--- src/rtl/kwmh_pkg.sv ---
// Shared types and constants for the k-way min-heap merge core.
package kwmh_pkg;

   localparam int VALUE_W    = 32;
   localparam int LIST_W     = 4;
   localparam int COUNT_W    = 5;
   localparam int KEY_W      = VALUE_W + LIST_W;
   localparam int REQ_DATA_W = 40;
   localparam int RSP_DATA_W = 40;

   localparam logic [COUNT_W-1:0] LIST_COUNT_RESET = 5'd16;

   localparam logic OP_EXHAUSTED = 1'b1;
   localparam logic KIND_ELEMENT = 1'b0;
   localparam logic KIND_DONE    = 1'b1;

   typedef logic [KEY_W-1:0] key_type;

   typedef struct packed {
      logic                      kind;
      logic signed [VALUE_W-1:0] merged_value;
      logic [LIST_W-1:0]         source_list;
   } result_type;

   typedef enum logic [2:0] {
      ST_IDLE,
      ST_UP,
      ST_UP_ROOT,
      ST_DECIDE,
      ST_DONE,
      ST_POP,
      ST_DOWN,
      ST_DOWN_PLACE
   } state_type;

endpackage

--- src/rtl/kwmh_heap_ram.sv ---
// Heap entry storage: one write port, two registered read ports.
module kwmh_heap_ram #(
   parameter int DEPTH = 16,
   parameter int AW    = 4
) (
   input  logic             clock,
   input  logic             we,
   input  logic [AW-1:0]    waddr,
   input  kwmh_pkg::key_type wdata,
   input  logic             re_a,
   input  logic [AW-1:0]    raddr_a,
   input  logic             re_b,
   input  logic [AW-1:0]    raddr_b,
   output kwmh_pkg::key_type rdata_a,
   output kwmh_pkg::key_type rdata_b
);
   import kwmh_pkg::*;

   key_type heap_mem [DEPTH];
   key_type rdata_a_ff;
   key_type rdata_b_ff;

   always_ff @(posedge clock) begin
      if (we) begin
         heap_mem[waddr] <= wdata;
      end
      if (re_a) begin
         rdata_a_ff <= heap_mem[raddr_a];
      end
      if (re_b) begin
         rdata_b_ff <= heap_mem[raddr_b];
      end
   end

   assign rdata_a = rdata_a_ff;
   assign rdata_b = rdata_b_ff;

endmodule

--- src/rtl/kwmh_sift_ctrl.sv ---
// Heap sequencer: push with sift-up, pop with sift-down, load and merge phases.
module kwmh_sift_ctrl #(
   parameter int MAX_LISTS = 16,
   parameter int IW        = 4,
   parameter int SW        = 5
) (
   input  logic                                    clock,
   input  logic                                    reset,
   input  logic                                    in_valid,
   output logic                                    in_ready,
   input  logic                                    in_op,
   input  logic [kwmh_pkg::LIST_W-1:0]             in_list,
   input  logic signed [kwmh_pkg::VALUE_W-1:0]     in_value,
   input  logic [kwmh_pkg::COUNT_W-1:0]            list_count,
   output logic                                    res_valid,
   input  logic                                    res_ready,
   output kwmh_pkg::result_type                    res,
   output logic                                    mem_we,
   output logic [IW-1:0]                           mem_waddr,
   output kwmh_pkg::key_type                       mem_wdata,
   output logic                                    mem_re_a,
   output logic [IW-1:0]                           mem_raddr_a,
   output logic                                    mem_re_b,
   output logic [IW-1:0]                           mem_raddr_b,
   input  kwmh_pkg::key_type                       mem_rdata_a,
   input  kwmh_pkg::key_type                       mem_rdata_b
);
   import kwmh_pkg::*;

   localparam int CW = IW + 2;
   localparam int EW = (SW > COUNT_W) ? SW : COUNT_W;

   state_type            state_ff, state_in;
   logic [IW-1:0]        idx_ff, idx_in;
   logic [IW-1:0]        par_ff, par_in;
   key_type              key_ff, key_in;
   logic [SW-1:0]        size_ff, size_in;
   logic [COUNT_W-1:0]   loaded_ff, loaded_in;
   logic                 merging_ff, merging_in;

   key_type              new_key;
   logic                 can_push;
   logic [SW-1:0]        size_m1;
   logic [IW-1:0]        size_par;
   logic [IW-1:0]        par_m1;
   logic [IW-1:0]        par_of_par;
   logic                 up_stop;
   logic [CW-1:0]        size_ext;
   logic [CW-1:0]        l_cur, r_cur;
   logic                 sel_l, sel_r;
   key_type              best_l;
   logic [IW-1:0]        nidx;
   logic [CW-1:0]        nl, nr;
   logic                 down_more;
   logic                 pop_more;
   logic [COUNT_W-1:0]   loaded_inc;
   logic [EW-1:0]        eff;
   logic [EW-1:0]        lc_ext;
   logic                 emit;

   // Writes and reads never hit the same entry in one cycle: reads always go
   // to ancestors or descendants of the entry written, so no forwarding is needed.
   assign new_key    = {~in_value[VALUE_W-1], in_value[VALUE_W-2:0], in_list};
   assign can_push   = (in_op != OP_EXHAUSTED) && (size_ff < SW'(MAX_LISTS));
   assign size_m1    = size_ff - SW'(1);
   assign size_par   = size_m1[IW-1:0] >> 1;
   assign par_m1     = par_ff - IW'(1);
   assign par_of_par = par_m1 >> 1;
   assign up_stop    = mem_rdata_a <= key_ff;

   assign size_ext = CW'(size_ff);
   assign l_cur    = {1'b0, idx_ff, 1'b1};
   assign r_cur    = l_cur + CW'(1);
   assign sel_l    = (l_cur < size_ext) && (mem_rdata_a < key_ff);
   assign best_l   = sel_l ? mem_rdata_a : key_ff;
   assign sel_r    = (r_cur < size_ext) && (mem_rdata_b < best_l);
   assign nidx     = sel_r ? r_cur[IW-1:0] : l_cur[IW-1:0];
   assign nl       = {1'b0, nidx, 1'b1};
   assign nr       = nl + CW'(1);
   assign down_more = nl < size_ext;
   assign pop_more  = size_ff > SW'(2);

   assign loaded_inc = loaded_ff + COUNT_W'(1);
   assign lc_ext     = EW'(list_count);
   always_comb begin
      if (lc_ext == '0) begin
         eff = EW'(1);
      end else if (lc_ext > EW'(MAX_LISTS)) begin
         eff = EW'(MAX_LISTS);
      end else begin
         eff = lc_ext;
      end
   end
   assign emit = merging_ff || (EW'(loaded_inc) >= eff);

   always_comb begin
      state_in = state_ff;
      case (state_ff)
         ST_IDLE: begin
            if (in_valid) begin
               state_in = (can_push && (size_ff != '0)) ? ST_UP : ST_DECIDE;
            end
         end
         ST_UP: begin
            if (up_stop) begin
               state_in = ST_DECIDE;
            end else if (par_ff == '0) begin
               state_in = ST_UP_ROOT;
            end
         end
         ST_UP_ROOT: state_in = ST_DECIDE;
         ST_DECIDE: begin
            if (!emit) begin
               state_in = ST_IDLE;
            end else if (size_ff == '0) begin
               state_in = ST_DONE;
            end else begin
               state_in = ST_POP;
            end
         end
         ST_DONE: begin
            if (res_ready) begin
               state_in = ST_IDLE;
            end
         end
         ST_POP: begin
            if (res_ready) begin
               state_in = pop_more ? ST_DOWN : ST_IDLE;
            end
         end
         ST_DOWN: begin
            if (!(sel_l || sel_r)) begin
               state_in = ST_IDLE;
            end else if (!down_more) begin
               state_in = ST_DOWN_PLACE;
            end
         end
         ST_DOWN_PLACE: state_in = ST_IDLE;
         default: state_in = ST_IDLE;
      endcase
   end

   always_comb begin
      idx_in      = idx_ff;
      par_in      = par_ff;
      key_in      = key_ff;
      size_in     = size_ff;
      loaded_in   = loaded_ff;
      merging_in  = merging_ff;
      in_ready    = 1'b0;
      res_valid   = 1'b0;
      res         = '{kind: KIND_DONE, merged_value: '0, source_list: '0};
      mem_we      = 1'b0;
      mem_waddr   = idx_ff;
      mem_wdata   = key_ff;
      mem_re_a    = 1'b0;
      mem_raddr_a = '0;
      mem_re_b    = 1'b0;
      mem_raddr_b = '0;
      case (state_ff)
         ST_IDLE: begin
            in_ready = 1'b1;
            if (in_valid) begin
               key_in = new_key;
               if (can_push) begin
                  size_in = size_ff + SW'(1);
                  idx_in  = size_ff[IW-1:0];
                  par_in  = size_par;
                  if (size_ff == '0) begin
                     mem_we    = 1'b1;
                     mem_waddr = '0;
                     mem_wdata = new_key;
                  end else begin
                     mem_re_a    = 1'b1;
                     mem_raddr_a = size_par;
                  end
               end
            end
         end
         ST_UP: begin
            mem_we = 1'b1;
            if (up_stop) begin
               mem_wdata = key_ff;
            end else begin
               mem_wdata = mem_rdata_a;
               idx_in    = par_ff;
               if (par_ff != '0) begin
                  par_in      = par_of_par;
                  mem_re_a    = 1'b1;
                  mem_raddr_a = par_of_par;
               end
            end
         end
         ST_UP_ROOT: begin
            mem_we = 1'b1;
         end
         ST_DECIDE: begin
            if (!merging_ff) begin
               loaded_in = loaded_inc;
               if (emit) begin
                  merging_in = 1'b1;
               end
            end
            if (emit && (size_ff != '0)) begin
               mem_re_a    = 1'b1;
               mem_raddr_a = '0;
               mem_re_b    = 1'b1;
               mem_raddr_b = size_m1[IW-1:0];
            end
         end
         ST_DONE: begin
            res_valid = 1'b1;
            if (res_ready) begin
               loaded_in  = '0;
               merging_in = 1'b0;
            end
         end
         ST_POP: begin
            res_valid = 1'b1;
            res = '{kind: KIND_ELEMENT,
                    merged_value: {~mem_rdata_a[KEY_W-1], mem_rdata_a[KEY_W-2:LIST_W]},
                    source_list: mem_rdata_a[LIST_W-1:0]};
            if (res_ready) begin
               size_in = size_m1;
               key_in  = mem_rdata_b;
               idx_in  = '0;
               if (pop_more) begin
                  mem_re_a    = 1'b1;
                  mem_raddr_a = IW'(1);
                  mem_re_b    = 1'b1;
                  mem_raddr_b = CW'(2) >= CW'(MAX_LISTS) ? '0 : IW'(2);
               end else if (size_ff == SW'(2)) begin
                  // last entry becomes the root of a one-entry heap
                  mem_we    = 1'b1;
                  mem_waddr = '0;
                  mem_wdata = mem_rdata_b;
               end
            end
         end
         ST_DOWN: begin
            mem_we = 1'b1;
            if (sel_r) begin
               mem_wdata = mem_rdata_b;
            end else if (sel_l) begin
               mem_wdata = mem_rdata_a;
            end
            if (sel_l || sel_r) begin
               idx_in = nidx;
               if (down_more) begin
                  mem_re_a    = 1'b1;
                  mem_raddr_a = nl[IW-1:0];
                  mem_re_b    = 1'b1;
                  mem_raddr_b = nr[IW-1:0];
               end
            end
         end
         ST_DOWN_PLACE: begin
            mem_we = 1'b1;
         end
         default: begin
            in_ready = 1'b0;
         end
      endcase
   end

   always_ff @(posedge clock) begin
      if (reset) begin
         state_ff   <= ST_IDLE;
         size_ff    <= '0;
         loaded_ff  <= '0;
         merging_ff <= 1'b0;
      end else begin
         state_ff   <= state_in;
         size_ff    <= size_in;
         loaded_ff  <= loaded_in;
         merging_ff <= merging_in;
      end
   end

   always_ff @(posedge clock) begin
      idx_ff <= idx_in;
      par_ff <= par_in;
      key_ff <= key_in;
   end

endmodule

--- src/rtl/k_way_min_heap_merge_core.sv ---
// Top level of the k-way min-heap merge core: config, heap sequencer, output register.
//
//  channel | dir | handshake                | payload
//  --------+-----+--------------------------+-------------------------------------------
//  req     | in  | req_tvalid / req_tready  | tdata: list_index, value; tuser: operation
//  rsp     | out | rsp_tvalid / rsp_tready  | tdata: merged_value, source_list; tuser: kind
//  csr     | in  | csr_wr_en                | csr_wr_data: list_count
//
//  One item at a time. A push walks up to log2(MAX_LISTS) levels and a pop walks down
//  the same, one level per step; the walk is set by the single heap memory and its
//  registered reads.
//  Reset clears heap size, load count and phase; list_count returns to 16.
//  A result waits in the output register; a second pop stalls there until it drains.
module k_way_min_heap_merge_core #(
   parameter int MAX_LISTS = 16
) (
   input  logic                                clock,
   input  logic                                reset,
   input  logic                                req_tvalid,
   output logic                                req_tready,
   input  logic [kwmh_pkg::REQ_DATA_W-1:0]     req_tdata,   // list_index[3:0], value[35:4]
   input  logic                                req_tuser,   // operation
   output logic                                rsp_tvalid,
   input  logic                                rsp_tready,
   output logic [kwmh_pkg::RSP_DATA_W-1:0]     rsp_tdata,   // merged_value[31:0], source_list[35:32]
   output logic                                rsp_tuser,   // kind
   input  logic                                csr_wr_en,
   input  logic [kwmh_pkg::COUNT_W-1:0]        csr_wr_data
);
   import kwmh_pkg::*;

   localparam int IW = $clog2(MAX_LISTS);
   localparam int SW = $clog2(MAX_LISTS + 1);

   logic [COUNT_W-1:0] list_count_ff;
   logic               rsp_valid_ff, rsp_valid_in;
   result_type         rsp_ff;

   logic               res_valid;
   logic               res_ready;
   result_type         res;

   logic               mem_we;
   logic [IW-1:0]      mem_waddr;
   key_type            mem_wdata;
   logic               mem_re_a;
   logic [IW-1:0]      mem_raddr_a;
   logic               mem_re_b;
   logic [IW-1:0]      mem_raddr_b;
   key_type            mem_rdata_a;
   key_type            mem_rdata_b;

   always_ff @(posedge clock) begin
      if (reset) begin
         list_count_ff <= LIST_COUNT_RESET;
      end else if (csr_wr_en) begin
         list_count_ff <= csr_wr_data;
      end
   end

   kwmh_sift_ctrl #(
      .MAX_LISTS (MAX_LISTS),
      .IW        (IW),
      .SW        (SW)
   ) u_ctrl (
      .clock       (clock),
      .reset       (reset),
      .in_valid    (req_tvalid),
      .in_ready    (req_tready),
      .in_op       (req_tuser),
      .in_list     (req_tdata[LIST_W-1:0]),
      .in_value    (req_tdata[LIST_W+VALUE_W-1:LIST_W]),
      .list_count  (list_count_ff),
      .res_valid   (res_valid),
      .res_ready   (res_ready),
      .res         (res),
      .mem_we      (mem_we),
      .mem_waddr   (mem_waddr),
      .mem_wdata   (mem_wdata),
      .mem_re_a    (mem_re_a),
      .mem_raddr_a (mem_raddr_a),
      .mem_re_b    (mem_re_b),
      .mem_raddr_b (mem_raddr_b),
      .mem_rdata_a (mem_rdata_a),
      .mem_rdata_b (mem_rdata_b)
   );

   kwmh_heap_ram #(
      .DEPTH (MAX_LISTS),
      .AW    (IW)
   ) u_ram (
      .clock   (clock),
      .we      (mem_we),
      .waddr   (mem_waddr),
      .wdata   (mem_wdata),
      .re_a    (mem_re_a),
      .raddr_a (mem_raddr_a),
      .re_b    (mem_re_b),
      .raddr_b (mem_raddr_b),
      .rdata_a (mem_rdata_a),
      .rdata_b (mem_rdata_b)
   );

   assign res_ready = !rsp_valid_ff || rsp_tready;

   always_comb begin
      rsp_valid_in = rsp_valid_ff;
      if (res_valid && res_ready) begin
         rsp_valid_in = 1'b1;
      end else if (rsp_tready) begin
         rsp_valid_in = 1'b0;
      end
   end

   always_ff @(posedge clock) begin
      if (reset) begin
         rsp_valid_ff <= 1'b0;
      end else begin
         rsp_valid_ff <= rsp_valid_in;
      end
   end

   always_ff @(posedge clock) begin
      if (res_valid && res_ready) begin
         rsp_ff <= res;
      end
   end

   assign rsp_tvalid = rsp_valid_ff;
   assign rsp_tuser  = rsp_ff.kind;
   assign rsp_tdata  = RSP_DATA_W'({rsp_ff.source_list, rsp_ff.merged_value});

endmodule

--- config.mk ---
export PLATFORM = sky130hd
export DESIGN_NAME = k_way_min_heap_merge_core
export DESIGN_NICKNAME = d
export VERILOG_FILES = /design/src/rtl/kwmh_pkg.sv /design/src/rtl/kwmh_heap_ram.sv /design/src/rtl/kwmh_sift_ctrl.sv /design/src/rtl/k_way_min_heap_merge_core.sv
export SDC_FILE = /design/constraint.sdc
export NUM_CORES = 2
export LEC_CHECK = 0
export BUFFER_PORTS_ARGS = -buffer_cell sky130_fd_sc_hd__buf_4
export CAP_MARGIN = 15
export CORE_MARGIN = 2
export CORE_UTILIZATION = 40
export CTS_BUF_LIST = sky130_fd_sc_hd__clkbuf_8
export DETAILED_ROUTE_END_ITERATION = 16
export SETUP_SLACK_MARGIN = 0.5
export SKIP_CTS_REPAIR_TIMING = 1
export SYNTH_ARGS = -nofsm -noshare
export SYNTH_HDL_FRONTEND = slang
export SYNTH_SLANG_ARGS = --single-unit
--- constraint.sdc ---
create_clock -name clock -period 11.6 [get_ports clock]
set_input_delay 0.58 -clock clock [delete_from_list [all_inputs] [get_ports clock]]
set_output_delay 0.58 -clock clock [all_outputs]
set_load 0.05 [all_outputs]
**Word-level counts from Yosys, hierarchy flattened**

Memory sizes are Yosys's and may differ from the RTL's. A register that Yosys moved wholly into a read port is not among the register bits.
Cells that the tools add are included.

- Bits in registers: 101
- Latch bits: 0
- Memory bits (writable): 576
- ROM bits: 0
- Input bits: 51
- Output and inout port bits: 43
- Logic and storage cells: 179
- Memories: 1

Memory list:

| name | depth | width | read ports | clocked after memory_dff | write ports | line | source |
|---|---|---|---|---|---|---|---|
| u_ram.heap_mem | 16 | 36 | 2 | 2 | 1 | kwmh_heap_ram.sv:19 | `key_type heap_mem [DEPTH];` |

- Add/subtract/negate cells: 6
- Multipliers: 0
- Div/mod/pow operators: 0
- Magnitude comparators: 10
- Equal/unequal tests: 18
- Shifts and indexed selects: 0
- Multiplexer cells: 99
- Bitwise operators: 3
- Reductions and logical operators: 30

Operator list:

| kind | count |
|---|---|
| 36-bit 2-to-1 mux | 11 |
| 36-bit one-hot mux with 4 select lines | 1 |
| 4-bit 2-to-1 mux | 26 |
| 36-bit less-than comparator | 2 |
| 36-bit one-hot mux with 2 select lines | 1 |
| 37-bit 2-to-1 mux | 1 |
| 36-bit less-or-equal comparator | 1 |
| 5-bit 2-to-1 mux | 7 |
| 3-bit 2-to-1 mux | 11 |
| 4-bit one-hot mux with 4 select lines | 2 |
| 1-bit 2-to-1 mux | 27 |
| 3-bit one-hot mux with 8 select lines | 1 |
| 5-bit one-hot mux with 2 select lines | 2 |
| 4-bit one-hot mux with 2 select lines | 2 |
| 3-bit == test, second input constant | 4 |
| 4-bit one-hot mux with 3 select lines | 1 |
| 5-bit by 1-bit adder with 5-bit output, second input constant | 2 |
| 5-bit logical NOT | 2 |
| 5-bit less-than comparator | 2 |
| 2-bit != test, second input constant | 5 |
| 5-bit AND reduction | 2 |
| 2-bit nonzero test | 4 |
| 4-bit nonzero test | 2 |
| 5-bit by 1-bit adder with 6-bit output, second input constant | 1 |
| other kinds (31) | 46 |

**Longest topological paths before layout**

- Word-level depth: 10
- Gate-level depth with buffers: 36
- Depth with buffers taken out: 27

**Modules after synthesis**

Synthesis repeated with hierarchy kept, for this count alone.

- Cells, all modules: 2,354
- Area total of the unflattened synthesis: 36,900.4 um2

Modules (own cells, without submodules):

| module | times used | cells an instance | area an instance (um2) | seq. area each (um2) |
|---|---|---|---|---|
| kwmh_heap_ram | 1 | 1,277 | 27,953.1 | 19,458.7 |
| kwmh_sift_ctrl | 1 | 1,014 | 7,577.3 | 1,571.5 |
| k_way_min_heap_merge_core | 1 | 63 | 1,370.1 | 1,231.2 |

**Least setup slack after synthesis**

OpenSTA, ideal clock, no wires.

- Path type: reg2reg
- Start: register u_ctrl.size_ff[2]
- End: register u_ram.rdata_a_ff[0], in the netlist u_ram.rdata_a[0] (read register of u_ram.heap_mem) (enable)
- Library setup time: 0.673 ns
- Data arrival time: 8.172 ns
- Data required time: 10.927 ns
- Path slack: 2.755 ns
- Cell stages (with the launch flop): 31
- Path buffers: 7
- Clock period less this slack: 8.845 ns
- Path through: dfxtp_1 clkbuf_1 inv_1 ha_1 nor2b_1 o21ai_0 nand2b_1 a211o_1 nor3_1 clkbuf_1 clkbuf_1 mux2i_1 ha_1 a21o_1 a21oi_1 o221ai_1 a221o_1 a211oi_1 o31ai_4 clkbuf_1 clkbuf_1 nor2_1 xor2_1 ha_1 o211ai_1 nor3_1 nor3b_2 o31a_1 clkbuf_1 buf_1 nand4_1

- Cells in the longest elaborated chain, start to end: 10
- Elaborated cells between the ends (all ways): 33
- Those cells by class: 1 x add/sub; 6 x order compare; 19 x mux; 7 x reduce/logical

RTL lines:

| what | line | source |
|---|---|---|
| start: declaration | kwmh_sift_ctrl.sv:37 | `logic [SW-1:0] size_ff, size_in;` |
| start signal: assignment | kwmh_sift_ctrl.sv:274 | `size_ff <= size_in;` |
| 5-bit less-than comparator | kwmh_sift_ctrl.sv:74 | `assign sel_l = (l_cur < size_ext) && (mem_rdata_a < key_ff);` |
| 1-bit logical AND | kwmh_sift_ctrl.sv:74 |  |
| 36-bit 2-to-1 mux | kwmh_sift_ctrl.sv:75 | `assign best_l = sel_l ? mem_rdata_a : key_ff;` |
| 36-bit less-than comparator | kwmh_sift_ctrl.sv:76 | `assign sel_r = (r_cur < size_ext) && (mem_rdata_b < best_l);` |
| 1-bit logical AND | kwmh_sift_ctrl.sv:76 |  |
| 4-bit 2-to-1 mux | kwmh_sift_ctrl.sv:77 | `assign nidx = sel_r ? r_cur[IW-1:0] : l_cur[IW-1:0];` |
| 5-bit less-than comparator | kwmh_sift_ctrl.sv:80 | `assign down_more = nl < size_ext;` |
| 1-bit 2-to-1 mux | kwmh_sift_ctrl.sv:249 | `if (down_more) begin` |
| 1-bit 2-to-1 mux | kwmh_sift_ctrl.sv:247 | `if (sel_l \|\| sel_r) begin` |
| 1-bit one-hot mux with 5 select lines * | kwmh_sift_ctrl.sv:160 | `case (state_ff)` |
| via mem_re_a | k_way_min_heap_merge_core.sv:46 | `logic mem_re_a;` |
| end: declaration | kwmh_heap_ram.sv:20 | `key_type rdata_a_ff;` |

The timed path passes the listed nets; every way through them passes the cells marked *.
A chain may end at the register's enable or synchronous reset.

**Worst setup path after layout**

- Start: register u_ram.rdata_a_ff[19], in the netlist u_ram.rdata_a[19] (read register of u_ram.heap_mem)
- End: register u_ram.rdata_a_ff[6], in the netlist u_ram.rdata_a[6] (read register of u_ram.heap_mem), data pin

- Cells in the longest elaborated chain, start to end: 10
- Elaborated cells between the ends (all ways): 17
- Those cells by class: 4 x order compare; 10 x mux; 3 x reduce/logical

RTL lines:

| what | line |
|---|---|
| 36-bit less-than comparator | kwmh_sift_ctrl.sv:74 |
| 1-bit logical AND | kwmh_sift_ctrl.sv:74 |
| 36-bit 2-to-1 mux | kwmh_sift_ctrl.sv:75 |
| 36-bit less-than comparator | kwmh_sift_ctrl.sv:76 |
| 1-bit logical AND | kwmh_sift_ctrl.sv:76 |
| 4-bit 2-to-1 mux | kwmh_sift_ctrl.sv:77 |
| 5-bit less-than comparator | kwmh_sift_ctrl.sv:80 |
| 1-bit 2-to-1 mux / 4-bit 2-to-1 mux (equally long branches) | kwmh_sift_ctrl.sv:249 |
| 1-bit 2-to-1 mux / 4-bit 2-to-1 mux (equally long branches) | kwmh_sift_ctrl.sv:247 |
| 1-bit one-hot mux with 5 select lines / 4-bit one-hot mux with 4 select lines (equally long branches) | kwmh_sift_ctrl.sv:160 |

Several ways; a longest one is shown, not always the timed one.

==> metrics.md <==
| Metric | Value |
|---|---|
| Status | `completed` |
| Most frequent cell after synthesis | `edfxtp_1` |
| Critical setup path kind | `reg2reg` |
| CP required | `12.07 ns` |
| Seq pwr share | `between 40% and 50%` |
| IO Pins | `94` |
| Int Power | `between 5000 and 6000 uW` |
| Yosys reg bits | `between 700 and 800` |
| Clk root buf | `clkbuf_8` |
| Vias in the first global route | `approximately 26000` |
| Critical path endpoint category | `register` |
| Hold-critical path depth | `3` |
| Top cells by count, synth | `edfxtp_1, nand2_1, mux4_2` |
| Final period utilization | `between 80 and 90%` |
| Logic gate share of total power | `roughly 31%` |
| Post-DRT Antenna Nets | `0` |
| CTS tree | `done` |
| Clock transition at path regs | `around 0.06 ns` |
| First-pass GRT wire length | `between 150000 and 200000 um` |
| Post-synthesis cell area | `between 30000 and 40000 um2` |
| Switching power total | `between 3000 and 4000 uW` |
| EDFF count, synth | `728` |
| Predominant post-synthesis flop cell | `edfxtp_1` |
| Final setup viols | `0` |
| LEAKAGE | `between 0.015 and 0.02 uW` |
| Startpoint Class | `register` |
| Final Skew | `~0.057 ns` |
| Average wire per standard cell | `30.3 um` |
| Layout cells sized above 1 | `slightly above 20%` |
| Clock share of power | `23.9%` |
| Drt first pass iters | `7` |
| Setup TNS Final | `0 ns` |
| Clock buffer count from CTS | `115` |
| GR Util met1 | `roughly a third` |
| M2 GR Usage | `between 40% and 50%` |
| Sequential element share of the synthesized area | `between 50% and 60%` |
| Die area | `96800 um2` |
| Max Cap Viol | `0` |
| Die Y | `approximately 310 um` |
| GPL Wtd Cong | `roughly 0.93` |
| Routed wire length | `about 130000 um` |
| Synth cell types | `74` |
| CTS H-tree lvls | `3` |
| Register area | `around 22000 um2` |
| HP Class | `in2reg` |
| Detailed-route via count | `26600` |
| Core area | `between 90000 and 100000 um2` |
| Final Net Count | `~3000` |
| RSZ-0062 raised after global routing | `no` |
| Post-synth top area cell | `edfxtp_1` |
| Clock buffer depth | `3` |
| Worst vdd ir | `0.147 mV` |
| DR vias/cell | `between 6 and 7` |
| Async SR Flop Fraction | `0%` |
| Slew @ Worst Pin | `1.24 ns` |
| Die X | `between 300 and 400 um` |
| Clock sinks | `between 700 and 800` |
| Dpl cell area | `~40000 um2` |
| Final Hold Vio Count | `0` |
| Multi-input logic area | `14600 um2` |
| Synth Warn # | `0` |
| Port-buffer cells | `85` |
| GR Util met3 | `roughly 5.0%` |
| Design area | `42300 um2` |
| Initial Util | `between 40% and 50%` |
| Top-area cell type share of the netlist area | `57.9%` |
| Top cells by area, synth | `edfxtp_1, mux4_2, mux2i_1` |
| Fillers | `about 8200` |
| Slew Limit Fails | `0` |
| Clock latency on the worst-skew pair | `about 0.8 ns` |
| Worst Reg2Reg Path Length in Cells | `27` |
| Initial antenna violation count | `3` |
| Syn Inst Count | `between 2000 and 3000` |
| GRT Total Usage | `around 25%` |
| DRC violations left | `0` |
| P&R area growth vs syn | `12.2%` |
| CP arrival | `about 10 ns` |
| Pwr/cell area | `roughly 210 nW/um2` |
| Syn Area/Cell | `14.0 um2` |
| Remaining global-route overflow | `0` |
| Slew HR | `roughly 17%` |
| Layer carrying the most global-route usage | `met2` |
| CP max FO | `69` |
| Largest net degree at the start of global routing | `slightly below 80` |
| Peak Freq | `between 100 and 150 MHz` |
| Hpwl dp | `~70000 um` |
| Tmin final | `9.51 ns` |
| Row count | `around 110` |
| Sw Share | `35.4%` |
| Initial DRC count | `roughly 3600` |
## path summary, 6_finish.rpt
| check | slack (ns) | startpoint | end |
|---|---|---|---|
| setup / recovery | 2.09 | u_ram.rdata_a[19] | u_ram.rdata_a[6] |
| hold / removal | 0.03 | csr_wr_data[4] | list_count_ff[4] |
| setup reg to reg | 2.09 | u_ram.rdata_a[19] | u_ram.rdata_a[6] |
| hold reg to reg | 0.51 | u_ctrl.merging_ff | u_ctrl.merging_ff |
## registers in the layout, indices dropped and copies added (netlist names)
| register | flops |
|---|---|
| u_ram.heap_mem | 576 |
| u_ctrl.idx_ff | 4 |
| rsp_tuser | 1 |
| u_ram.rdata_b | 36 |
| u_ctrl.key_ff | 36 |
| u_ctrl.state_ff | 3 |
| rsp_tdata | 36 |
| u_ctrl.par_ff | 3 |
| list_count_ff | 5 |
| rsp_tvalid | 1 |
| u_ctrl.size_ff | 5 |
| u_ctrl.merging_ff | 1 |
| u_ctrl.loaded_ff | 5 |
| u_ram.rdata_a | 36 |
## kinds of logic after synthesis
| group | count (synthesis) | synth area share [%] |
|---|---|---|
| simple gates | 549 | 6.83 |
| xor+xnor | 18 | 0.438 |
| fa+ha+maj | 93 | 3.08 |
| buf+inv | 286 | 3.26 |
| other cells | 1 | 0.00994 |
| compound gates | 624 | 11.3 |
| mux | 380 | 16.0 |
| flops | 748 | 59.0 |
## per-layer routing
layer	vias up	share of wire, %
met3	345	11
met5	-	0.010
met2	1826	46
met4	2	5.1
met1	13400	38
li1	11000	-
## power groups by stage
| stage | Sequential [uW] | Clock [uW] | Combinational (uW) |
|---|---|---|---|
| 2_1_floorplan | 3890 | 0 | 1710 |
| 3_3_place_gp | 3960 | 0 | 2560 |
| 3_5_place_dp | 3980 | 0 | 2630 |
| 4_1_cts | 3930 | 2140 | 2630 |
| 5_1_grt | 3950 | 2250 | 2930 |
| 6_report | 3930 | 2100 | 2750 |
## area by class of cell
class / count / area share, %
well taps: 1254 / 3.71
clock buffers: 118 / 3.84
clock inverters: 93 / 1.23
diodes: 1 / 0.00591
repair buffers: 178 / 3.41
inverters: 95 / 0.842
flip-flops and latches: 748 / 52.6
multi-input cells: 1668 / 34.4
## layout by cell type (no fill, tap or decap), drive strengths merged, types with 17 or more instances in the layout
cell type,instances
a22oi,76
buf,177
a2111oi,17
edfxtp,728
a21oi,176
nand2,196
o22ai,46
o21ai,89
inv,126
a221o,46
o21a,38
and3,36
nand4,20
mux2,27
mux2i,176
nor2,106
dfxtp,20
or3,21
clkbuf,119
a221oi,43
ha,93
nor3,25
a21o,21
mux4,177
clkinv,57
nand3,95
## stage by stage
stage	setup WS [ns]	util, %	std cells	total power [uW]	hold slack, ns
floorplan	2.76	-	2702	5590	0.461
global placement	2.32	42.8	3923	6510	0.485
detailed placement	2.27	42.8	3924	6610	0.501
CTS	2.23	45.1	4135	8700	-0.0363
global route	1.64	45.3	4155	9130	0.0255
finish	2.09	45.3	4155	8780	0.0271
## worst max-delay path: stages (launching register included)
cell and delay, ns:
edfxtp_1 0.57, ha_1 0.47, nand4_1 0.29, or4_1 0.58
a211o_1 0.26, nand3_2 0.12, nor3_2 0.06, buf_4 0.27
mux2i_1 0.26, ha_1 0.29, a21oi_1 0.17, o21ai_0 0.16
a221oi_1 0.35, o31ai_1 0.26, a211oi_1 0.44, o31ai_4 0.20
xnor2_2 0.46, ha_1 0.32, o211ai_1 0.54, o21ai_0 0.27
a21oi_1 0.15, o21ai_0 0.24, o31ai_4 0.67, nor2_4 0.21
buf_12 0.30, mux4_2 0.52, a221o_1 0.35, or3_1 0.31
Power figures use the tool's default switching activity.
